===== src/hdl/bdq_pkg.sv =====
// shared constants, command codes and control types for the bounded deque
`timescale 1ns / 1ps

package bdq_pkg;

    // default capacity in words
    localparam int DEPTH_DEF = 16;

    // fixed field widths
    localparam int WORD_W   = 16;
    localparam int CMD_W    = 3;
    localparam int STATUS_W = 2;

    // command codes (other codes act as a query)
    localparam logic [CMD_W-1:0] CMD_PUSH_LEFT  = 3'd0;
    localparam logic [CMD_W-1:0] CMD_PUSH_RIGHT = 3'd1;
    localparam logic [CMD_W-1:0] CMD_POP_LEFT   = 3'd2;
    localparam logic [CMD_W-1:0] CMD_POP_RIGHT  = 3'd3;
    localparam logic [CMD_W-1:0] CMD_QUERY      = 3'd4;

    // status codes
    localparam logic [STATUS_W-1:0] ST_DONE  = 2'd0;
    localparam logic [STATUS_W-1:0] ST_FULL  = 2'd1;
    localparam logic [STATUS_W-1:0] ST_EMPTY = 2'd2;

    // controller to datapath commands
    typedef struct packed {
        logic latch_in;
        logic exec;
        logic fill;
        logic load_out;
    } ctrl_cmd_t;

    // datapath to controller status
    typedef struct packed {
        logic need_read;
    } dp_status_t;

endpackage


===== src/hdl/bounded_deque_unit.sv =====
// top level of the bounded double-ended queue of signed words
`timescale 1ns / 1ps

// Bounded deque of signed 16-bit words with room for DEPTH words. Each item carries a
// command (push left, push right, pop left, pop right, or query for any other code) and
// returns one result with the pushed or popped word, a status (done, refused because full,
// refused because empty), the count after the command and the left-end and right-end words
// (zero when empty). Words live in a circular buffer in a ram with one write port and one
// registered read port; the two end words are cached in registers. After acceptance an item
// passes the exec state, then the fill state for a pop that leaves words behind, since the
// new end word must be fetched from the ram, then the done state, which loads its result once
// the output register is free; the next item is accepted the cycle after the result is
// loaded, and none is taken before that. A finished result sits in the output register while
// the next item is taken; a result waits only when the previous one has not yet been taken.
// No clearing pass is needed after reset.
module bounded_deque_unit #(
    parameter int DEPTH = bdq_pkg::DEPTH_DEF,
    localparam int CNT_W = $clog2(DEPTH + 1)
) (
    input  logic                                aclk,
    input  logic                                aresetn,
    input  logic                                s_valid,
    output logic                                s_ready,
    input  logic [bdq_pkg::CMD_W-1:0]           s_command,
    input  logic signed [bdq_pkg::WORD_W-1:0]   s_push_value,
    output logic                                m_valid,
    input  logic                                m_ready,
    output logic signed [bdq_pkg::WORD_W-1:0]   m_result_value,
    output logic [bdq_pkg::STATUS_W-1:0]        m_status,
    output logic [CNT_W-1:0]                    m_entry_count,
    output logic signed [bdq_pkg::WORD_W-1:0]   m_left_value,
    output logic signed [bdq_pkg::WORD_W-1:0]   m_right_value
);

    bdq_pkg::ctrl_cmd_t  ctrl_cmd;
    bdq_pkg::dp_status_t dp_status;

    // sequencer
    bdq_ctrl u_ctrl (
        .aclk      (aclk),
        .aresetn   (aresetn),
        .s_valid   (s_valid),
        .s_ready   (s_ready),
        .m_valid   (m_valid),
        .m_ready   (m_ready),
        .dp_status (dp_status),
        .ctrl_cmd  (ctrl_cmd)
    );

    // storage and result datapath
    bdq_datapath #(
        .DEPTH (DEPTH)
    ) u_datapath (
        .aclk           (aclk),
        .aresetn        (aresetn),
        .ctrl_cmd       (ctrl_cmd),
        .dp_status      (dp_status),
        .s_command      (s_command),
        .s_push_value   (s_push_value),
        .m_result_value (m_result_value),
        .m_status       (m_status),
        .m_entry_count  (m_entry_count),
        .m_left_value   (m_left_value),
        .m_right_value  (m_right_value)
    );

    // count never exceeds capacity
    assert property (@(posedge aclk) disable iff (!aresetn)
        m_valid |-> (m_entry_count <= CNT_W'(DEPTH)))
        else $error("entry count above capacity");

    // a refused command returns a zero word
    assert property (@(posedge aclk) disable iff (!aresetn)
        (m_valid && (m_status != bdq_pkg::ST_DONE)) |-> (m_result_value == '0))
        else $error("refused command returned a nonzero word");

    // an empty queue shows zero at both ends
    assert property (@(posedge aclk) disable iff (!aresetn)
        (m_valid && (m_entry_count == '0)) |-> ((m_left_value == '0) && (m_right_value == '0)))
        else $error("empty queue shows nonzero end words");

    // one item in work at a time
    assert property (@(posedge aclk) disable iff (!aresetn)
        (s_valid && s_ready) |=> !s_ready)
        else $error("second item taken while one is in work");

endmodule


===== src/hdl/bdq_ram.sv =====
// generic single write port, single read port ram with registered read
`timescale 1ns / 1ps

module bdq_ram #(
    parameter int WIDTH = 16,
    parameter int DEPTH = 16,
    localparam int ADDR_W = (DEPTH > 1) ? $clog2(DEPTH) : 1
) (
    input  logic              aclk,
    input  logic              wr_en,
    input  logic [ADDR_W-1:0] wr_addr,
    input  logic [WIDTH-1:0]  wr_data,
    input  logic [ADDR_W-1:0] rd_addr,
    output logic [WIDTH-1:0]  rd_data
);

    logic [WIDTH-1:0] mem [DEPTH];
    logic [WIDTH-1:0] rd_data_reg;

    // write port and registered read port
    always_ff @(posedge aclk) begin
        if (wr_en) begin
            mem[wr_addr] <= wr_data;
        end
        rd_data_reg <= mem[rd_addr];
    end

    assign rd_data = rd_data_reg;

endmodule


===== src/hdl/bdq_ctrl.sv =====
// sequencing state machine and result valid flag for the bounded deque
`timescale 1ns / 1ps

module bdq_ctrl (
    input  logic                  aclk,
    input  logic                  aresetn,
    input  logic                  s_valid,
    output logic                  s_ready,
    output logic                  m_valid,
    input  logic                  m_ready,
    input  bdq_pkg::dp_status_t   dp_status,
    output bdq_pkg::ctrl_cmd_t    ctrl_cmd
);

    localparam logic [1:0] STATE_IDLE = 2'd0;
    localparam logic [1:0] STATE_EXEC = 2'd1;
    localparam logic [1:0] STATE_FILL = 2'd2;
    localparam logic [1:0] STATE_DONE = 2'd3;

    logic [1:0] state_reg, state_next;
    logic       m_valid_reg, m_valid_next;
    logic       out_free;

    // output register can take a new result
    assign out_free = !m_valid_reg || m_ready;

    // next state and commands
    always_comb begin
        state_next   = state_reg;
        m_valid_next = m_valid_reg;
        ctrl_cmd     = '0;
        if (m_valid_reg && m_ready) begin
            m_valid_next = 1'b0;
        end
        case (state_reg)
            STATE_IDLE: begin
                if (s_valid) begin
                    ctrl_cmd.latch_in = 1'b1;
                    state_next        = STATE_EXEC;
                end
            end
            STATE_EXEC: begin
                ctrl_cmd.exec = 1'b1;
                state_next    = dp_status.need_read ? STATE_FILL : STATE_DONE;
            end
            STATE_FILL: begin
                ctrl_cmd.fill = 1'b1;
                state_next    = STATE_DONE;
            end
            STATE_DONE: begin
                if (out_free) begin
                    ctrl_cmd.load_out = 1'b1;
                    m_valid_next      = 1'b1;
                    state_next        = STATE_IDLE;
                end
            end
            default: begin
                state_next = STATE_IDLE;
            end
        endcase
    end

    // state registers
    always_ff @(posedge aclk) begin
        if (!aresetn) begin
            state_reg   <= STATE_IDLE;
            m_valid_reg <= 1'b0;
        end else begin
            state_reg   <= state_next;
            m_valid_reg <= m_valid_next;
        end
    end

    assign s_ready = (state_reg == STATE_IDLE);
    assign m_valid = m_valid_reg;

endmodule


===== src/hdl/bdq_datapath.sv =====
// pointers, count, end-word caches, word storage and result register
`timescale 1ns / 1ps

module bdq_datapath #(
    parameter int DEPTH = bdq_pkg::DEPTH_DEF,
    localparam int PTR_W = (DEPTH > 1) ? $clog2(DEPTH) : 1,
    localparam int CNT_W = $clog2(DEPTH + 1)
) (
    input  logic                                aclk,
    input  logic                                aresetn,
    input  bdq_pkg::ctrl_cmd_t                  ctrl_cmd,
    output bdq_pkg::dp_status_t                 dp_status,
    input  logic [bdq_pkg::CMD_W-1:0]           s_command,
    input  logic signed [bdq_pkg::WORD_W-1:0]   s_push_value,
    output logic signed [bdq_pkg::WORD_W-1:0]   m_result_value,
    output logic [bdq_pkg::STATUS_W-1:0]        m_status,
    output logic [CNT_W-1:0]                    m_entry_count,
    output logic signed [bdq_pkg::WORD_W-1:0]   m_left_value,
    output logic signed [bdq_pkg::WORD_W-1:0]   m_right_value
);

    localparam logic [PTR_W-1:0] LAST_PTR = PTR_W'(DEPTH - 1);
    localparam logic [CNT_W-1:0] FULL_CNT = CNT_W'(DEPTH);

    // control state
    logic [PTR_W-1:0] left_pos_reg, left_pos_next;
    logic [PTR_W-1:0] right_pos_reg, right_pos_next;
    logic [CNT_W-1:0] count_reg, count_next;

    // payload state
    logic [bdq_pkg::CMD_W-1:0]    cmd_reg, cmd_next;
    logic [bdq_pkg::WORD_W-1:0]   word_reg, word_next;
    logic [bdq_pkg::WORD_W-1:0]   left_val_reg, left_val_next;
    logic [bdq_pkg::WORD_W-1:0]   right_val_reg, right_val_next;
    logic [bdq_pkg::WORD_W-1:0]   res_reg, res_next;
    logic [bdq_pkg::STATUS_W-1:0] status_reg, status_next;
    logic [bdq_pkg::WORD_W-1:0]   out_res_reg, out_res_next;
    logic [bdq_pkg::STATUS_W-1:0] out_status_reg, out_status_next;
    logic [CNT_W-1:0]             out_count_reg, out_count_next;
    logic [bdq_pkg::WORD_W-1:0]   out_left_reg, out_left_next;
    logic [bdq_pkg::WORD_W-1:0]   out_right_reg, out_right_next;

    // decode and storage port signals
    logic                       is_push_l, is_push_r, is_pop_l, is_pop_r;
    logic                       full, empty;
    logic [PTR_W-1:0]           left_dec, left_inc, right_dec, right_inc;
    logic                       ram_we;
    logic [PTR_W-1:0]           ram_waddr, ram_raddr;
    logic [bdq_pkg::WORD_W-1:0] ram_rdata;

    assign is_push_l = (cmd_reg == bdq_pkg::CMD_PUSH_LEFT);
    assign is_push_r = (cmd_reg == bdq_pkg::CMD_PUSH_RIGHT);
    assign is_pop_l  = (cmd_reg == bdq_pkg::CMD_POP_LEFT);
    assign is_pop_r  = (cmd_reg == bdq_pkg::CMD_POP_RIGHT);
    assign full      = (count_reg == FULL_CNT);
    assign empty     = (count_reg == '0);

    // circular pointer steps
    assign left_dec  = (left_pos_reg == '0) ? LAST_PTR : PTR_W'(left_pos_reg - 1'b1);
    assign left_inc  = (left_pos_reg == LAST_PTR) ? '0 : PTR_W'(left_pos_reg + 1'b1);
    assign right_dec = (right_pos_reg == '0) ? LAST_PTR : PTR_W'(right_pos_reg - 1'b1);
    assign right_inc = (right_pos_reg == LAST_PTR) ? '0 : PTR_W'(right_pos_reg + 1'b1);

    // a pop that leaves words behind must fetch the new end word
    assign dp_status.need_read = (is_pop_l || is_pop_r) && (count_reg > CNT_W'(1));

    // storage access
    assign ram_we    = ctrl_cmd.exec && !full && (is_push_l || is_push_r);
    assign ram_waddr = is_push_l ? left_dec : right_inc;
    assign ram_raddr = is_pop_l ? left_inc : right_dec;

    bdq_ram #(
        .WIDTH (bdq_pkg::WORD_W),
        .DEPTH (DEPTH)
    ) u_ram (
        .aclk    (aclk),
        .wr_en   (ram_we),
        .wr_addr (ram_waddr),
        .wr_data (word_reg),
        .rd_addr (ram_raddr),
        .rd_data (ram_rdata)
    );

    // command execution and result staging
    always_comb begin
        cmd_next        = cmd_reg;
        word_next       = word_reg;
        left_pos_next   = left_pos_reg;
        right_pos_next  = right_pos_reg;
        count_next      = count_reg;
        left_val_next   = left_val_reg;
        right_val_next  = right_val_reg;
        res_next        = res_reg;
        status_next     = status_reg;
        out_res_next    = out_res_reg;
        out_status_next = out_status_reg;
        out_count_next  = out_count_reg;
        out_left_next   = out_left_reg;
        out_right_next  = out_right_reg;

        if (ctrl_cmd.latch_in) begin
            cmd_next  = s_command;
            word_next = s_push_value;
        end

        if (ctrl_cmd.exec) begin
            res_next    = '0;
            status_next = bdq_pkg::ST_DONE;
            if (is_push_l || is_push_r) begin
                if (full) begin
                    status_next = bdq_pkg::ST_FULL;
                end else begin
                    res_next   = word_reg;
                    count_next = CNT_W'(count_reg + 1'b1);
                    if (is_push_l) begin
                        left_pos_next = left_dec;
                        left_val_next = word_reg;
                        if (empty) begin
                            right_val_next = word_reg;
                        end
                    end else begin
                        right_pos_next = right_inc;
                        right_val_next = word_reg;
                        if (empty) begin
                            left_val_next = word_reg;
                        end
                    end
                end
            end else if (is_pop_l || is_pop_r) begin
                if (empty) begin
                    status_next = bdq_pkg::ST_EMPTY;
                end else begin
                    count_next = CNT_W'(count_reg - 1'b1);
                    if (is_pop_l) begin
                        res_next      = left_val_reg;
                        left_pos_next = left_inc;
                    end else begin
                        res_next       = right_val_reg;
                        right_pos_next = right_dec;
                    end
                end
            end
        end

        // new end word arrives from storage
        if (ctrl_cmd.fill) begin
            if (is_pop_l) begin
                left_val_next = ram_rdata;
            end else begin
                right_val_next = ram_rdata;
            end
        end

        // result into the output register, ends read as zero when empty
        if (ctrl_cmd.load_out) begin
            out_res_next    = res_reg;
            out_status_next = status_reg;
            out_count_next  = count_reg;
            out_left_next   = empty ? '0 : left_val_reg;
            out_right_next  = empty ? '0 : right_val_reg;
        end
    end

    // control registers
    always_ff @(posedge aclk) begin
        if (!aresetn) begin
            left_pos_reg  <= '0;
            right_pos_reg <= LAST_PTR;
            count_reg     <= '0;
        end else begin
            left_pos_reg  <= left_pos_next;
            right_pos_reg <= right_pos_next;
            count_reg     <= count_next;
        end
    end

    // payload registers
    always_ff @(posedge aclk) begin
        cmd_reg        <= cmd_next;
        word_reg       <= word_next;
        left_val_reg   <= left_val_next;
        right_val_reg  <= right_val_next;
        res_reg        <= res_next;
        status_reg     <= status_next;
        out_res_reg    <= out_res_next;
        out_status_reg <= out_status_next;
        out_count_reg  <= out_count_next;
        out_left_reg   <= out_left_next;
        out_right_reg  <= out_right_next;
    end

    assign m_result_value = out_res_reg;
    assign m_status       = out_status_reg;
    assign m_entry_count  = out_count_reg;
    assign m_left_value   = out_left_reg;
    assign m_right_value  = out_right_reg;

endmodule

===== config.mk =====
export PLATFORM = sky130hd
export DESIGN_NAME = bounded_deque_unit
export DESIGN_NICKNAME = d
export VERILOG_FILES = /design/src/hdl/bdq_pkg.sv /design/src/hdl/bounded_deque_unit.sv /design/src/hdl/bdq_ram.sv /design/src/hdl/bdq_ctrl.sv /design/src/hdl/bdq_datapath.sv
export SDC_FILE = /design/constraint.sdc
export NUM_CORES = 1
export LEC_CHECK = 0
export ABC_AREA = 0
export ABC_CLOCK_PERIOD_IN_PS = 5100
export BUFFER_PORTS_ARGS = -buffer_cell sky130_fd_sc_hd__buf_2
export CAP_MARGIN = 10
export CELL_PAD_IN_SITES_DETAIL_PLACEMENT = 0
export CELL_PAD_IN_SITES_GLOBAL_PLACEMENT = 1
export CORE_ASPECT_RATIO = 1.25
export CORE_MARGIN = 5
export CORE_UTILIZATION = 30
export DETAILED_ROUTE_END_ITERATION = 16
export GPL_TIMING_DRIVEN = 0
export PLACE_DENSITY = 0.48
export SLEW_MARGIN = 20
export SYNTH_ARGS = -nofsm -noshare
export SYNTH_HDL_FRONTEND = slang
export SYNTH_HIERARCHICAL = 1
export SYNTH_SLANG_ARGS = --single-unit

===== constraint.sdc =====
create_clock -name aclk -period 5.1 [get_ports aclk]
set_clock_uncertainty 0.1 [all_clocks]
set_input_delay 0.51 -clock aclk [delete_from_list [all_inputs] [get_ports aclk]]
set_output_delay 0.51 -clock aclk [all_outputs]
set_load 0.02 [all_outputs]

==> metrics, run 1 <==
Sum Neg Setup Slack=0 ns; largest net degree at the start of global routing=29; CP bufs+invs=2; most frequent cell after synthesis=edfxtp_1; setup ws final=around 1.6 ns; vias in the first global route=a little under 9,000; RSZ-0062 raised after global routing=no; Wirelength per Cell=approximately 20 um; Final Cell Area=19,260 um^2; Post-CTS Setup Bufs=0; Synth Area in Adders=1.005%; initial antenna violation count=0; slew margin rel.=between 20% and 30%; Synth Flop Type=edfxtp_1; Final Max Slew Viols=0; met1 Use GR=16.62%; Iter 0 DRT Violations=about 760; Worst EP arrival=3.71 ns; worst hold path class=input port to register; maximum VDD drop=roughly 0.22 mV; Min-Delay Startpoint=s_push_value[15]; LEAKAGE=6.586 nW; endpoints failing setup=0; Hold Crit Endpoint=u_datapath/word_reg[15]; area fraction in compound gates after synthesis=under 10%; Mapped Area=roughly 16,000 um^2; clk buf depth=3; CTS clk-pin slew, worst paths=0.06 ns; Seq/Total Area, Yosys=about 72%; DRC viols=0; # hold bufs at CTS=18; Routability Congestion=about 0.72; largest area contributor in the netlist=edfxtp_1; antenna diode count=0; most used routing layer=met2; critical-path cell list=buf_2 -> or3_1 -> o21ai_0 -> nand2_1 -> nor2_2 -> buf_6; Site Rows=95; Initial Utilization=between 30% and 40%; Synth Warn #=6; first-pass GRT wire length=56,030 um; CP Class=register to register; Worst Hold Depth=1; TritonCTS clock tree=built; Total GRT Usage=between 10% and 20%; r2r endpoint=u_datapath/u_ram/mem[11][10]; xor/xnor share of the synthesized area=less than 1%; Synth area leaders=edfxtp_1, dfxtp_1, mux4_2; Largest register FFs=roughly 260; drt pass-1 iters=5; Async S/R FF share, synth=0%; EDFF count, synth=about 350; Die Ht=about 270 um; core footprint=about 54,000 um^2; M2 GR Usage=20.63%; power density cells=between 400 and 500 nW/um^2; biggest cell delay along the critical path=approximately 0.85 ns; post-synth cell types=slightly above 60; PostCTS Resize Cnt=0; Placed Area=between 15,000 and 20,000 um^2; port bufs=79; R2R setup slack=1.57 ns; Avg Vias per Cell=between 4 and 5; Setup Slack @ Placement=1.602 ns; Root Buffer=clkbuf_16; area grow syn2layout=19.04%; final hold violation count=0; multiplexer share of the synthesized area=about an eighth; clk_lat worst skew=roughly 0.57 ns; Sink Count=about 410; Die Area=about 59,000 um^2; CP startpoint kind=register; R2R depth=6; DIE WIDTH=217.7 um; fin crit period=3.531 ns; layout cell share with drive strength beyond 1=a little under a quarter; status=complete, no violations; Mapped Nets=between 900 and 1,000; Top reg by flops=u_datapath/u_ram/mem; post-DP HPWL=25,340 um; Worst path slowest cell=o21ai_0; worst-path maximum fanout=11; most common library cells after synthesis=edfxtp_1, dfxtp_1, nand2_1, mux4_2, mux2i_1; fin crit share=around 70%; Post-Route WL=~37,000 um; vias post-DR=~8,500; Top delay family on crit path=simple AND/OR/NAND/NOR gates; non-filler cells, final=1,863; register bit total from synthesis=412; area share of the largest cell type after synthesis=around 65%; post-synthesis simple-gate area fraction=about 6.3%; CTS buffer count=44; Placed Cells=~1,800; maxcap violations=0; Worst Setup End Kind=register; WP data required=approximately 5.3 ns; largest family of logic cells by synthesized area=multiplexers; Fmax=about 280 MHz; CTS H-tree lvls=2; boundary pin count=80; total gr overflow=0; syn avg cell area=~17 um^2; M3 GR Usage=under 10%; Layout Nets=roughly 1,100; Gate Count Post-Synth=between 900 and 1,000; Detail Route Antenna Nets=0; reg2reg start=u_datapath/cmd_reg[0]; Worst Max-Slew Pin Slew=between 1 and 1.5 ns
## power by group
part,leakage [nW],switching [mW],internal (mW),total [mW]
Sequential,3.69,0.325,4.16,4.49
Combinational,2.24,0.906,0.672,1.58
Clock,0.649,1.31,1.69,3.00
## how the worst max path moves through the flow
stage	startpoint	endpoint	slack [ns]	cells after the start
after detailed placement	u_datapath/cmd_reg[2]	u_datapath/u_ram/rd_data[13]	1.60	9
after global placement	u_ctrl/state_reg[1]	u_datapath/u_ram/mem[0][9]	-0.53	5
final	u_datapath/cmd_reg[0]	u_datapath/u_ram/mem[11][10]	1.57	6
after floorplan	m_ready	u_datapath/m_entry_count[0]	1.35	2
after CTS	u_datapath/cmd_reg[0]	u_datapath/u_ram/mem[7][1]	1.56	5
after global routing	u_datapath/left_pos_reg[0]	u_datapath/u_ram/mem[3][14]	1.33	7
## metrics by stage
stage | power (mW) | utilization, % | hold WS (ns)
after CTS | 9.238 | 35.93 | 0.03375
final | 9.060 | 35.93 | 0.05906
after global routing | 9.551 | 35.93 | 0.03239
after floorplan | 5.556 | - | 0.3003
after global placement | 6.124 | 32.62 | 0.3035
after detailed placement | 6.167 | 33.14 | 0.3045
## worst reg2reg max path: stages, from the launching register on
cell      delay (ns)
edfxtp_1        0.47
buf_2           0.26
or3_1           0.43
o21ai_0         0.85
nand2_1         0.40
nor2_2          0.46
buf_6           0.25
## routing by layer
layer / part of all wire, % / up-vias
met4: 2.2 / 0
met5: 0 / -
met1: 44 / 4225
met3: 4.7 / 57
li1: - / 4022
met2: 49 / 195
## layout make-up
type	count	area, um^2
Clock inverter	19	142.6
Sequential cell	412	11730
Multi-Input combinational cell	474	4230
Buffer	50	265.3
Clock buffer	56	1177
Tap cell	727	909.6
Timing Repair Buffer	114	765.7
Fill cell	5058	34340
Inverter	11	41.29
## logic make-up after synthesis
group           count (synthesis)
fa+ha+maj                      13
xor+xnor                        6
buf+inv                        61
compound gates                138
simple gates                  200
mux                           117
flops                         412
## cell usage in the layout, fill, tap and decap left out, drive strengths merged, types with 14 or more instances in the layout
cell,Yosys,routed
a21oi,25,25
a22oi,32,32
and2,37,37
buf,24,120
clkbuf,26,82
clkinv,0,15
dfxtp,64,64
dlygate4sd3,0,18
edfxtp,348,348
inv,11,14
mux2i,53,53
mux4,64,64
nand2,58,58
nor2,48,48
o21ai,46,46
Note: power is estimated with default switching activity, not from simulation.
==> run 2, diff against run 1 <==
- ABC_CLOCK_PERIOD_IN_PS: 5100 -> 3700
- clock period: 5.1 -> 3.7 ns (I/O delays scaled with it)
==> run 2 against run 1 <==
Register-to-register slack lost 1.3 ns. Non-clock buffer count increased by 2. Power rose by 38%. Worst setup slack got worse by 1.3 ns. Combinational power is 38% higher. Via count stayed put. Largest power group unchanged. Highest routed layer unchanged.
==> metrics, run 2 (synthesis results as in run 1) <==
status=complete, no violations; Top reg by flops=u_datapath/u_ram/mem; Hold Crit Endpoint=u_ctrl/state_reg[1]; power density cells=647.7 nW/um^2 (+38%); initial antenna violation count=0 (unchanged); CTS clk-pin slew, worst paths=0.06 ns (about the same); Post-Route WL=36,680 um (about the same); Total GRT Usage=12.40% (about the same); worst hold path class=input port to register; drt pass-1 iters=5 (unchanged); Initial Utilization=30.19% (unchanged); Detail Route Antenna Nets=0 (unchanged); Sink Count=412 (unchanged); biggest cell delay along the critical path=0.65 ns (-0.20 ns); Worst EP arrival=3.78 ns (+0.07 ns); Util after Layout=35.98% (+0.047 points); final total power=12.49 mW (+38%); Avg Vias per Cell=4.557 (-0.11%); maximum VDD drop=0.3040 mV (+38%); Final Max Slew Viols=0 (unchanged); Iter 0 DRT Violations=744 (-1.6%); port bufs=79 (unchanged); Wirelength per Cell=19.67 um (-0.18%); largest net degree at the start of global routing=29 (unchanged); CP bufs+invs=3 (+1); Die Area=58,710 um^2 (unchanged); CP startpoint kind=register; TritonCTS clock tree=built; FILL cells=5,055 (-0.059%); r2r endpoint=u_datapath/u_ram/rd_data[13]; total gr overflow=0 (unchanged); slew margin rel.=45.69% (+16 points); DRC viols=0 (unchanged); fin crit share=92.48% (+23 points); Site Rows=95 (unchanged); Worst Max-Slew Pin Slew=0.8146 ns (-0.2312 ns); Seq. cell area=11,730 um^2 (unchanged); antenna diode count=0 (unchanged); vias post-DR=8,499 (unchanged); fin crit period=3.422 ns (-0.1092 ns); post-DP HPWL=25,340 um (unchanged); most frequent cells in the layout=edfxtp_1, buf_2, dfxtp_1; Fmax=292.2 MHz (+3.2%); LEAKAGE=6.596 nW (+0.14%); DIE WIDTH=217.7 um (unchanged); boundary pin count=80 (unchanged); vias in the first global route=8,699 (+0.034%); area of the multi-input gates=4235 um^2 (+0.12%); endpoints failing setup=0 (unchanged); Min-Delay Startpoint=s_valid; Top delay family on crit path=buffers and inverters; CP Class=register to register; Worst path slowest cell=buf_1; R2R depth=9 (+3); Placed Area=17,760 um^2 (unchanged); R2R setup slack=0.28 ns (-1.29 ns); maxcap violations=0 (unchanged); CTS H-tree lvls=2 (unchanged); reg2reg start=u_datapath/cmd_reg[2]; Largest register FFs=256 (unchanged); Root Buffer=clkbuf_16; layout cell share with drive strength beyond 1=22.76% (+0.048 points); Layout Nets=1,145 (+0.17%); CTS buffer count=44 (unchanged); clk buf depth=3 (unchanged); clk_lat worst skew=0.57 ns (about the same); Worst Hold Depth=3 (+2); Final Cell Area=19,290 um^2 (+0.13%); Worst Setup End Kind=register; final hold violation count=0 (unchanged); Die Ht=269.7 um (unchanged); area grow syn2layout=19.20%; leading cell type in the layout, fill and taps excluded=edfxtp_1; Routability Congestion=0.7236 (unchanged); worst-path maximum fanout=10 (-1); WP data required=4.05 ns (-1.22 ns); RSZ-0062 raised after global routing=no; core footprint=53,610 um^2 (unchanged); Post-CTS Setup Bufs=0 (unchanged); first-pass GRT wire length=56,050 um (about the same); critical-path cell list=nand2b_1 -> or2_2 -> clkbuf_1 -> a21oi_1 -> buf_2 -> buf_1 -> mux4_2 -> a22oi_1 -> nand2_1
run 2: how the worst max path moves through the flow:
| stage | startpoint | cells past startpoint | to | slack [ns] |
|---|---|---|---|---|
| final | u_datapath/cmd_reg[2] | 9 | u_datapath/u_ram/rd_data[13] | 0.28 |
| after global routing | u_datapath/cmd_reg[2] | 10 | u_datapath/u_ram/rd_data[3] | 0.005 |
| after CTS | u_datapath/cmd_reg[0] | 5 | u_datapath/u_ram/mem[7][1] | 0.16 |
| after detailed placement | u_datapath/cmd_reg[2] | 9 | u_datapath/u_ram/rd_data[13] | 0.20 |
| after global placement | u_ctrl/state_reg[1] | 5 | u_datapath/u_ram/mem[0][9] | -1.93 |
| after floorplan | u_ctrl/m_valid | 2 | u_datapath/m_entry_count[0] | 0.08 |
run 2: repair_timing:
| item | CTS | global route |
|---|---|---|
| setup endpoints to repair | 0 | 62 |
| hold buffers | 20 | 0 |
| gates resized for setup | 0 | 2 |
| hold endpoints to repair | 23 | 0 |
run 2: cell type report:
type                       count  area share [%]
buffer                        50           1.375
clock inverter                19          0.7395
multi-input combinational    474           21.96
sequential                   412           60.82
timing repair buffer         116           4.074
tap                          727           4.716
clock buffer                  56           6.104
inverter                      11          0.2141
run 2: report_power, final:
group | switching [mW] | internal, mW
sequential | 0.448 | 5.73
clock | 1.81 | 2.32
combinational | 1.25 | 0.928
total | 3.51 | 8.99
run 2: metal layers:
metal	up-vias	share of wire (%)	GRT usage, %
li1	4026	-	-
met1	4239	44	16.62
met2	178	49	20.63
met4	0	2.3	3.505
met5	-	0	0
met3	56	4.7	2.390
run 2: worst min-delay path: stages:
cell	delay (ns)
buf_2	0.11
nor2b_1	0.14
o31ai_1	0.09
run 2: stage by stage:
| step | cells | hold slack (ns) | worst slack (ns) | TNS (ns) |
|---|---|---|---|---|
| CTS | 1865 | 0.04195 | 0.1572 | 0 |
| global placement | 1753 | 0.3035 | -1.932 | -225.11 |
| finish | 1865 | 0.09542 | 0.2782 | 0 |
| floorplan | 947 | 0.3003 | 0.07999 | 0 |
| detailed placement | 1770 | 0.3045 | 0.2022 | 0 |
| global route | 1865 | 0.1006 | 0.004963 | 0 |
